[config.mk]
export PLATFORM = sky130hd
export DESIGN_NAME = top_k_sorted_insert_core_flat
export DESIGN_NICKNAME = d
export VERILOG_FILES = /design/src/design/tksi_pkg.sv /design/src/design/tksi_if.sv /design/src/design/tksi_mem.sv /design/src/design/tksi_ctrl.sv /design/src/design/top_k_sorted_insert_core.sv /design/src/flat_wrapper.sv
export SDC_FILE = /design/constraint.sdc
export NUM_CORES = 2
export LEC_CHECK = 0
export ABC_AREA = 1
export BUFFER_PORTS_ARGS = -buffer_cell sky130_fd_sc_hd__buf_2
export CORE_ASPECT_RATIO = 1.75
export CORE_MARGIN = 5
export CORE_UTILIZATION = 25
export CTS_BUF_LIST = sky130_fd_sc_hd__clkbuf_16
export CTS_CLUSTER_DIAMETER = 80
export CTS_CLUSTER_SIZE = 16
export DETAILED_ROUTE_END_ITERATION = 6
export SETUP_SLACK_MARGIN = 0.4
export SYNTH_ARGS = -nofsm -noshare
export SYNTH_HDL_FRONTEND = slang
export SYNTH_SLANG_ARGS = --single-unit
[constraint.sdc]
create_clock -name clock -period 53.5 [get_ports clock]
set_input_delay 5.35 -clock clock [delete_from_list [all_inputs] [get_ports clock]]
set_output_delay 5.35 -clock clock [all_outputs]
set_load 0.005 [all_outputs]
[src/design/tksi_pkg.sv]
// Shared types and constants for the top-k sorted insertion block.
// No dependencies; every other file of the block imports this package.
package tksi_pkg;

   // Default table depth
   localparam int CAPACITY_DEF = 10;

   // Fixed field widths
   localparam int SCORE_W = 32;
   localparam int TIME_W  = 32;
   localparam int NAME_LO_W = 64;
   localparam int NAME_HI_W = 48;
   localparam int IDX_W   = 4;
   localparam int RANK_W  = 4;

   // Operation codes
   localparam logic OP_OFFER = 1'b0;
   localparam logic OP_READ  = 1'b1;

   // One table entry as held in memory
   typedef struct packed {
      logic [SCORE_W-1:0]   score;
      logic [TIME_W-1:0]    play_time;
      logic [NAME_LO_W-1:0] name_low;
      logic [NAME_HI_W-1:0] name_high;
   } entry_type;

   // Input word
   typedef struct packed {
      logic                 opcode;
      logic [SCORE_W-1:0]   score;
      logic [TIME_W-1:0]    play_time;
      logic [NAME_LO_W-1:0] name_low;
      logic [NAME_HI_W-1:0] name_high;
      logic [IDX_W-1:0]     read_index;
   } req_word_type;

   // Result word
   typedef struct packed {
      logic [RANK_W-1:0]    rank;
      logic                 entry_valid;
      logic [SCORE_W-1:0]   entry_score;
      logic [TIME_W-1:0]    entry_time;
      logic [NAME_LO_W-1:0] entry_name_low;
      logic [NAME_HI_W-1:0] entry_name_high;
      logic [RANK_W-1:0]    entry_count;
   } rsp_word_type;

   // Sequencer states
   typedef enum logic [2:0] {
      ST_IDLE,
      ST_WALK,
      ST_PLACE,
      ST_READ,
      ST_DONE
   } state_type;

endpackage

[src/design/tksi_if.sv]
// Valid/ready channel interfaces for the request and response words.
// Depends on tksi_pkg for the word types.
interface tksi_req_if import tksi_pkg::*; ();
   logic         valid;
   logic         ready;
   req_word_type payload;

   modport source (output valid, output payload, input ready);
   modport sink   (input valid, input payload, output ready);
endinterface

interface tksi_rsp_if import tksi_pkg::*; ();
   logic         valid;
   logic         ready;
   rsp_word_type payload;

   modport source (output valid, output payload, input ready);
   modport sink   (input valid, input payload, output ready);
endinterface

[src/design/tksi_mem.sv]
// Entry memory: one write port, one read port, registered read data.
// Depends on tksi_pkg for the entry type.
module tksi_mem import tksi_pkg::*; #(
   parameter int CAPACITY = CAPACITY_DEF,
   localparam int AW = (CAPACITY > 1) ? $clog2(CAPACITY) : 1
) (
   input  logic          clock,
   input  logic          wr_en,
   input  logic [AW-1:0] wr_addr,
   input  entry_type     wr_data,
   input  logic [AW-1:0] rd_addr,
   output entry_type     rd_data
);

   entry_type mem [CAPACITY];
   entry_type rd_data_ff;

   // Write port
   always_ff @(posedge clock) begin
      if (wr_en) begin
         mem[wr_addr] <= wr_data;
      end
   end

   // Read port, registered read data
   always_ff @(posedge clock) begin
      rd_data_ff <= mem[rd_addr];
   end

   assign rd_data = rd_data_ff;

endmodule

[src/design/tksi_ctrl.sv]
// Sequencer: walks the table from the bottom up, shifting entries down
// one per cycle through the memory, then places the new entry.
// Depends on tksi_pkg; drives the ports of tksi_mem.
module tksi_ctrl import tksi_pkg::*; #(
   parameter int CAPACITY = CAPACITY_DEF,
   localparam int AW = (CAPACITY > 1) ? $clog2(CAPACITY) : 1,
   localparam int CW = $clog2(CAPACITY + 1)
) (
   input  logic          clock,
   input  logic          reset,
   // request side
   input  logic          req_valid,
   input  req_word_type  req_word,
   output logic          req_ready,
   // result side
   input  logic          res_free,
   output logic          res_load,
   output rsp_word_type  res_word,
   // memory ports
   output logic          wr_en,
   output logic [AW-1:0] wr_addr,
   output entry_type     wr_data,
   output logic [AW-1:0] rd_addr,
   input  entry_type     rd_data
);

   state_type    state_ff, state_in;
   logic [CW-1:0] count_ff, count_in;
   logic [CW-1:0] hole_ff, hole_in;
   req_word_type word_ff, word_in;
   rsp_word_type res_ff, res_in;

   logic      accept;
   logic      idx_ok;
   logic      walk_stop;
   logic      hole_last;
   logic      not_full;
   entry_type new_entry;
   entry_type req_entry;

   assign accept    = req_valid && (state_ff == ST_IDLE);
   assign idx_ok    = (CW'(0) + {{CW{1'b0}}, req_word.read_index}) <
                      ({{IDX_W{1'b0}}, count_ff});
   assign walk_stop = rd_data.score >= word_ff.score;
   assign hole_last = hole_ff == CW'(1);
   assign not_full  = count_ff < CW'(CAPACITY);

   assign new_entry = '{score: word_ff.score, play_time: word_ff.play_time,
                        name_low: word_ff.name_low, name_high: word_ff.name_high};
   assign req_entry = '{score: req_word.score, play_time: req_word.play_time,
                        name_low: req_word.name_low, name_high: req_word.name_high};

   // Next state
   always_comb begin
      state_in = state_ff;
      case (state_ff)
         ST_IDLE: begin
            if (accept) begin
               if (req_word.opcode == OP_OFFER) begin
                  state_in = (count_ff == '0) ? ST_DONE : ST_WALK;
               end else begin
                  state_in = idx_ok ? ST_READ : ST_DONE;
               end
            end
         end
         ST_WALK: begin
            if (walk_stop) begin
               state_in = ST_DONE;
            end else if (hole_last) begin
               state_in = ST_PLACE;
            end
         end
         ST_PLACE: state_in = ST_DONE;
         ST_READ:  state_in = ST_DONE;
         ST_DONE: begin
            if (res_free) begin
               state_in = ST_IDLE;
            end
         end
         default: state_in = ST_IDLE;
      endcase
   end

   // Datapath and memory control
   always_comb begin
      req_ready = (state_ff == ST_IDLE);
      res_load  = 1'b0;
      wr_en     = 1'b0;
      wr_addr   = '0;
      wr_data   = new_entry;
      rd_addr   = '0;
      count_in  = count_ff;
      hole_in   = hole_ff;
      word_in   = word_ff;
      res_in    = res_ff;
      case (state_ff)
         ST_IDLE: begin
            if (accept) begin
               word_in = req_word;
               res_in  = '0;
               if (req_word.opcode == OP_OFFER) begin
                  if (count_ff == '0) begin
                     // empty table: entry goes straight to the top
                     wr_en       = 1'b1;
                     wr_addr     = '0;
                     wr_data     = req_entry;
                     count_in    = CW'(1);
                     res_in.rank = RANK_W'(1);
                  end else begin
                     // start at the lowest held entry
                     rd_addr = AW'(count_ff - CW'(1));
                     hole_in = count_ff;
                  end
               end else if (idx_ok) begin
                  rd_addr = AW'(req_word.read_index);
               end
            end
         end
         ST_WALK: begin
            if (walk_stop) begin
               if (hole_ff == count_ff) begin
                  // does not beat the lowest entry
                  res_in.rank = '0;
               end else begin
                  wr_en       = 1'b1;
                  wr_addr     = AW'(hole_ff);
                  wr_data     = new_entry;
                  res_in.rank = RANK_W'(hole_ff + CW'(1));
                  if (not_full) begin
                     count_in = count_ff + CW'(1);
                  end
               end
            end else begin
               // shift this entry down unless it falls off the end
               if (hole_ff < CW'(CAPACITY)) begin
                  wr_en   = 1'b1;
                  wr_addr = AW'(hole_ff);
                  wr_data = rd_data;
               end
               hole_in = hole_ff - CW'(1);
               if (!hole_last) begin
                  rd_addr = AW'(hole_ff - CW'(2));
               end
            end
         end
         ST_PLACE: begin
            wr_en       = 1'b1;
            wr_addr     = '0;
            wr_data     = new_entry;
            res_in.rank = RANK_W'(1);
            if (not_full) begin
               count_in = count_ff + CW'(1);
            end
         end
         ST_READ: begin
            res_in.entry_valid     = 1'b1;
            res_in.entry_score     = rd_data.score;
            res_in.entry_time      = rd_data.play_time;
            res_in.entry_name_low  = rd_data.name_low;
            res_in.entry_name_high = rd_data.name_high;
         end
         ST_DONE: begin
            res_load = res_free;
         end
         default: begin
            res_load = 1'b0;
         end
      endcase
   end

   // Result word carries the count after this item
   always_comb begin
      res_word             = res_ff;
      res_word.entry_count = RANK_W'(count_ff);
   end

   // Control registers
   always_ff @(posedge clock) begin
      if (reset) begin
         state_ff <= ST_IDLE;
         count_ff <= '0;
      end else begin
         state_ff <= state_in;
         count_ff <= count_in;
      end
   end

   // Working registers
   always_ff @(posedge clock) begin
      hole_ff <= hole_in;
      word_ff <= word_in;
      res_ff  <= res_in;
   end

endmodule

[src/design/top_k_sorted_insert_core.sv]
// Top-k sorted insertion table. A read goes via ST_READ, skipping it when the
// index is past the count; an offer into an empty table goes to ST_DONE at once,
// else ST_WALK steps over held entries below the new position, one entry per
// cycle through the single read and write port of the memory. One word in flight
// at a time; a waiting result holds off the next word. Reset clears the count,
// sequencer and output valid only; entries past the count never read.
module top_k_sorted_insert_core import tksi_pkg::*; #(
   parameter int CAPACITY = CAPACITY_DEF,
   localparam int AW = (CAPACITY > 1) ? $clog2(CAPACITY) : 1
) (
   input  logic            clock,
   input  logic            reset,
   tksi_req_if.sink        req_bus,
   tksi_rsp_if.source      rsp_bus
);

   logic          res_free;
   logic          res_load;
   rsp_word_type  res_word;
   logic          wr_en;
   logic [AW-1:0] wr_addr;
   entry_type     wr_data;
   logic [AW-1:0] rd_addr;
   entry_type     rd_data;

   logic          rsp_valid_ff, rsp_valid_in;
   rsp_word_type  rsp_word_ff, rsp_word_in;

   tksi_mem #(.CAPACITY(CAPACITY)) u_mem (
      .clock   (clock),
      .wr_en   (wr_en),
      .wr_addr (wr_addr),
      .wr_data (wr_data),
      .rd_addr (rd_addr),
      .rd_data (rd_data)
   );

   tksi_ctrl #(.CAPACITY(CAPACITY)) u_ctrl (
      .clock     (clock),
      .reset     (reset),
      .req_valid (req_bus.valid),
      .req_word  (req_bus.payload),
      .req_ready (req_bus.ready),
      .res_free  (res_free),
      .res_load  (res_load),
      .res_word  (res_word),
      .wr_en     (wr_en),
      .wr_addr   (wr_addr),
      .wr_data   (wr_data),
      .rd_addr   (rd_addr),
      .rd_data   (rd_data)
   );

   // Output register: slot frees when the held word is taken
   assign res_free = !rsp_valid_ff || rsp_bus.ready;

   always_comb begin
      rsp_valid_in = rsp_valid_ff;
      rsp_word_in  = rsp_word_ff;
      if (res_load) begin
         rsp_valid_in = 1'b1;
         rsp_word_in  = res_word;
      end else if (rsp_bus.ready) begin
         rsp_valid_in = 1'b0;
      end
   end

   always_ff @(posedge clock) begin
      if (reset) begin
         rsp_valid_ff <= 1'b0;
      end else begin
         rsp_valid_ff <= rsp_valid_in;
      end
   end

   always_ff @(posedge clock) begin
      rsp_word_ff <= rsp_word_in;
   end

   assign rsp_bus.valid   = rsp_valid_ff;
   assign rsp_bus.payload = rsp_word_ff;

endmodule
[src/flat_wrapper.sv]
// flat-port wrapper written by rule: the top's interface ports become plain ports
module top_k_sorted_insert_core_flat import tksi_pkg::*;
#(
   parameter int CAPACITY = CAPACITY_DEF,
   localparam int AW = (CAPACITY > 1) ? $clog2(CAPACITY) : 1
)
  (clock, reset, req_bus_valid, req_bus_payload, req_bus_ready, rsp_bus_valid, rsp_bus_payload, rsp_bus_ready);
  tksi_req_if req_bus_i ();
  tksi_rsp_if rsp_bus_i ();
  input  logic clock;
  input  logic reset;
  input wire logic [$bits(req_bus_i.valid)-1:0] req_bus_valid;
  input wire logic [$bits(req_bus_i.payload)-1:0] req_bus_payload;
  output wire logic [$bits(req_bus_i.ready)-1:0] req_bus_ready;
  output wire logic [$bits(rsp_bus_i.valid)-1:0] rsp_bus_valid;
  output wire logic [$bits(rsp_bus_i.payload)-1:0] rsp_bus_payload;
  input wire logic [$bits(rsp_bus_i.ready)-1:0] rsp_bus_ready;
  assign req_bus_i.valid = req_bus_valid;
  assign req_bus_i.payload = req_bus_payload;
  assign req_bus_ready = req_bus_i.ready;
  assign rsp_bus_valid = rsp_bus_i.valid;
  assign rsp_bus_payload = rsp_bus_i.payload;
  assign rsp_bus_i.ready = rsp_bus_ready;
  top_k_sorted_insert_core #(.CAPACITY(CAPACITY)) u_core (.clock(clock), .reset(reset), .req_bus(req_bus_i), .rsp_bus(rsp_bus_i));
endmodule
# == After elaboration in Yosys (flattened, before gate mapping) ==
# Memory sizes are Yosys's and may differ from the RTL's. A register that Yosys moved wholly into a read port is not among the register bits.
# Cells that the tools add are included.
# op_classes
n_addsub,5
magnitude_cmp,4
n_eq_ne,15
n_mux,56
reduce_logical,16
# op_table
op,count
$mux 176,5
$pmux 177 s2,1
$pmux 176 s2,1
$mux 185,1
$mux 4,22
$ge 32x32->1,1
$pmux 4 s3,2
$mux 3,7
$pmux 4 s2,2
$mux 1,13
$ne 2x2->1 const B,6
$pmux 3 s4,1
$add 4x1->4 const B,2
$lt 4x4->1 const B,2
$sub 4x1->4 const B,2
$eq 3x2->1 const B,2
$reduce_and 3->1,2
$reduce_and 6->1,1
$reduce_bool 2->1,3
$reduce_and 5->1,1
$eq 4x1->1 const B,1
$eq 4x4->1,1
$logic_not 4->1,1
$lt 4x4->1,1
other kinds (13),15
# totals
register_bits,554
ramBits,1760
input_bits,185
out_inout_bits,187
word_cells,118
mem_count,1
# mem_list
memory,depth,word_bits,rd,rd_ports_with_merged_regs,write_ports,line,rtl
u_core.u_mem.mem,10,176,1,1,1,tksi_mem.sv:15,entry_type mem [CAPACITY];

# == Logic depth before layout (Yosys ltp) ==
# depth
ltp_word,7
mapped_depth,22
depth_no_buf,20

# == Cells and area by module ==
# A second synthesis with hierarchy kept.
# unflattened
cells_unflattened,9133
hier_area_um2,102361.9
# by_module_without_submodules
module,instances,cells_each,area_each_um2,seq_area_each_um2
tksi_mem,1,6886,77259.1,56374.1
tksi_ctrl,1,2057,19505.0,10980.5
top_k_sorted_insert_core,1,190,5597.9,5575.3

# == Least setup slack after synthesis ==
# OpenSTA, ideal clock, no wires.
# synth_timing
path_type,input to register
from,in rsp_bus_ready
to,"reg u_core.rsp_word_ff, in the netlist u_core.rsp_bus.payload[0], enable pin"
setup_ns,1.183
arrival_ns,22.754
required_time_ns,52.317
path_slack_ns,29.563
cell_stages,2
path_buffers,0
path_cell_list,nor2_1 > nor4_1
# synth_via
elab_chain_cells,2
# synth_rtl
element,line,rtl
start: declaration,flat_wrapper.sv:17,input wire logic [$bits(rsp_bus_i.ready)-1:0] rsp_bus_ready;
$logic_or 1x1->1,top_k_sorted_insert_core.sv:55,assign res_free = !rsp_valid_ff || rsp_bus.ready;
$mux 1,tksi_ctrl.sv:96,case (state_ff)
net u_core.res_load,top_k_sorted_insert_core.sv:18,logic res_load;
end signal: assignment,top_k_sorted_insert_core.sv:77,rsp_word_ff <= rsp_word_in;
end: declaration,top_k_sorted_insert_core.sv:27,"rsp_word_type rsp_word_ff, rsp_word_in;"
# The timed path passes the listed nets, and every way through them passes these cells.
# A chain may end at the register's enable or synchronous reset.

# == Final worst setup path ==
# layout_timing
from,in req_bus_payload[3]
to,reg u_core.u_mem.rd_data[7] (netlist name)
# layout_via
elab_chain_cells,5
# layout_rtl
element,line,rtl
start: declaration,flat_wrapper.sv:13,input wire logic [$bits(req_bus_i.payload)-1:0] req_bus_payload;
$lt 4x4->1,tksi_ctrl.sv:42,"assign idx_ok = (CW'(0) + {{CW{1'b0}}, req_word.read_index}) <"
$mux 4 *,tksi_ctrl.sv:114,end else if (idx_ok) begin
$mux 4 *,tksi_ctrl.sv:101,if (req_word.opcode == OP_OFFER) begin
$mux 4 *,tksi_ctrl.sv:98,if (accept) begin
$pmux 4 s2 *,tksi_ctrl.sv:96,
# Mark *: on every way between the ends. The rest lies on a longest branch, timed or not.

==> impl_metrics.json <==
{
  "status": "finished, final reports clean",
  "place.gp.congestion": 0.785,
  "stdcell_count": 14800,
  "grt_pass1_wl_mm": 457,
  "worst_pin_slew_ns": 1.32,
  "grt_use_total_pct": 14.2,
  "async_reset_ff_share_pct": 0,
  "power_frac_clock_pct": 20.1,
  "cts_root_buf": "clkbuf_16",
  "synth_nets": 9228,
  "cts_resized": 0,
  "cp_slowest_cell": "buf_4",
  "whs_ns": 0.399,
  "clock_latency_ns": 0.92,
  "worstPathRequired_ns": 54.25,
  "yosysMostFrequentCell": "edfxtp_1",
  "fin_util_pct": 28.2,
  "totalNegativeSetupSlack_ns": 0,
  "max_freq_ghz": 0.104,
  "vias": 67300,
  "critPathMaxFanout": 131,
  "place_ws_ns": 43.11,
  "ys_seq_elements": 2490,
  "hpwl_mm": 174,
  "fp.dieW_um": 497,
  "swShare_pct": 38.1,
  "cts_setup_buffers": 0,
  "dieArea_sq_um": 429000,
  "rsz0062_at_grt": "false",
  "post-route-drc-count": 0,
  "drt_iter0_drc": 5583,
  "max_cap_violations": 0,
  "drt_first_pass_iters": 6,
  "start_kind": "input port",
  "p_switching_mw": 2.56,
  "hold_viol_final": 0,
  "grt-ovfl-total": 0,
  "synth_area_leaders": "edfxtp_1 67%, nand3_1 9.4%, inv_1 5.9%",
  "synthTopCellsByCount": "2306 x edfxtp_1, 1941 x nand3_1, 1626 x inv_1, 1140 x nand2_1, 350 x o211ai_1",
  "dp_cells": 14400,
  "cts.sinks": 2490,
  "wl_mm": 317,
  "ys_warn_count": 0,
  "synth_top_area_share_pct": 66.7,
  "worstSetupEndpointType": "flop",
  "regToRegSetupSlack_ns": 46.43,
  "clock_path_buffers": 4,
  "cp_cell_sequence": "buf_2 -> ha_1 -> a21oi_1 -> o211ai_2 -> nor2_1 -> o21ai_4 -> nand2_8 -> buf_4 -> buf_4 -> buf_4 -> nand2_1 -> nand3_1 -> nand3_1 -> nand3_1 -> nand2_1",
  "start_util_pct": 25.0,
  "synth-seq-area-share_pct": 70.3,
  "hp-class": "reg -> reg",
  "p_per_area_nw_per_um2": 57.5,
  "ff2ff_path_depth": 16,
  "hold_depth": 2,
  "rows": 313,
  "cts_tree": "done",
  "p_leak_nw": 45.7,
  "grt_pass1_vias": 65400,
  "numPortBuffers": 371,
  "drive_gt1_share_pct": 7.88,
  "clk_pin_slew_ns": 0.08,
  "cpPeakStageDelay_ns": 0.86,
  "synth_edf_count": 2306,
  "final.min_clock_period_ns": 9.60,
  "finalMaxSlewViolations": 0,
  "syn_area_sq_um": 104000,
  "yosysTopAreaCell": "edfxtp_1",
  "synth-main-ff-cell": "edfxtp_1",
  "wl_per_cell_um": 21.5,
  "fin_ws_ns": 43.90,
  "p_seq_share_pct": 46.2,
  "setup_viol": 0,
  "vias_per_cell": 4.55,
  "antenna_found_initial": 57,
  "grt_max_degree": 214,
  "syn_avg_cell_area_sq_um": 11.5,
  "postSynthCellCount": 8999,
  "pin_count": 372,
  "synthDistinctLibCells": 40,
  "cts_buffers": 189,
  "worstPathArrival_ns": 10.35,
  "crit_type": "in -> reg",
  "areaGrowthSynthToFinish_pct": 12.4,
  "combPwrFrac_pct": 33.7,
  "antenna_left": 0,
  "max-slew-margin-rel_pct": 12.3,
  "max-vdd-ir-drop_uv": 76.3,
  "post-route-period-util_pct": 17.9,
  "power.internal_mw": 4.16,
  "fin_nets": 9331,
  "die_height_um": 862,
  "htreeDepth": 4,
  "skew_ns": 0.146,
  "postCtsHoldBufs": 0,
  "core-area_sq_um": 414000
}
## power groups by stage
stage | Clock (mW) | Sequential (mW) | Combinational [mW]
after detailed placement | 0 | 3.14 | 2.29
after CTS | 1.40 | 3.10 | 2.30
after global routing | 1.46 | 3.13 | 2.50
after floorplan | 0 | 3.19 | 1.43
final | 1.35 | 3.10 | 2.26
after global placement | 0 | 3.14 | 2.25
## flip-flops by register name (all words and copies together), names as in the netlist
signal / cells
u_core.u_ctrl.state_ff: 3
u_core.rsp_bus.payload: 185
u_core.u_ctrl.count_ff: 4
u_core.rsp_bus.valid: 1
u_core.u_ctrl.new_entry: 176
u_core.u_mem.mem: 1760
u_core.u_mem.rd_data: 176
u_core.u_ctrl.res_word: 181
u_core.u_ctrl.hole_ff: 4
## cell type report
type | count | area [sq um]
sequential | 2490 | 72900
clock buffer | 190 | 4750
tap | 5512 | 6900
timing repair buffer | 478 | 2890
clock inverter | 135 | 713
antenna | 31 | 77.6
fill | 42500 | 298000
inverter | 1632 | 6170
multi-input combinational | 4311 | 22300
## layer usage
metal  part of all wire (%)  vias to the layer above  global-route usage, %
li1                       -                    30900                      -
met1                     41                    33400                   18.2
met2                     48                     2315                   24.3
met3                    6.4                      560                   2.16
met4                    3.7                       40                   5.25
met5                  0.077                        -                      0
## layout by cell type (no fill, tap or decap), types with 2 or more instances in the layout
master      count
inv_8          10
clkinv_2        2
edfxtp_1     2306
nor2_4         12
o21ai_0       181
inv_2           2
ha_1           44
nand2_4         2
nand2_1      1138
nor2_1        210
nor3_1          5
inv_6           5
buf_12         18
inv_1        1735
o211ai_1      350
dfxtp_1       184
nand3_1      1940
o21ai_1         9
o21a_1          3
clkinv_4        4
a21oi_1        23
nand4_1         9
xnor2_1         3
xor2_1          5
diode_2        31
buf_4          89
nand3b_1      176
clkinvlp_4      2
buf_2         371
a211oi_1        3
nand2_8         3
o22a_1          2
clkbuf_16     190
a21o_1          3
o21bai_1      176
clkinv_8        4
## logic make-up (layout without fill, tap and decap cells)
| logic type | count (synthesis) | after routing | synth area share (%) |
|---|---|---|---|
| flip-flops | 2490 | 2490 | 70.3 |
| buffers and inverters | 2198 | 2435 | 8.45 |
| XOR/XNOR | 8 | 8 | 0.0675 |
| adder cells (fa/ha/maj) | 44 | 44 | 0.530 |
| AO/OA/AOI/OAI | 755 | 755 | 4.96 |
| other | 0 | 31 | 0 |
| AND/OR/NAND/NOR | 3504 | 3504 | 15.7 |
## stage by stage
stage / cell area, sq um / total power [mW]
6_report: 117000 / 6.71
5_1_grt: 117000 / 7.10
4_1_cts: 117000 / 6.79
3_5_place_dp: 111000 / 5.43
3_3_place_gp: 111000 / 5.39
2_1_floorplan: 104000 / 4.62
## critical path, delay by kind of cell
family          cells  cell delay [ns]
fa+ha+maj           1             0.31
compound gates      3             0.60
buf+inv             4             2.41
simple gates        7             1.35
## final timing paths
| path | startpoint | to |
|---|---|---|
| max | req_bus_payload[3] | u_core.u_mem.rd_data[7] |
| min | u_core.u_mem.mem[8][157] | u_core.u_mem.rd_data[157] |
| max reg2reg | u_core.u_ctrl.new_entry[175] | u_core.u_mem.rd_data[7] |
| min reg2reg | u_core.u_mem.mem[8][157] | u_core.u_mem.rd_data[157] |
No activity file was read; power rests on OpenSTA's default activity.
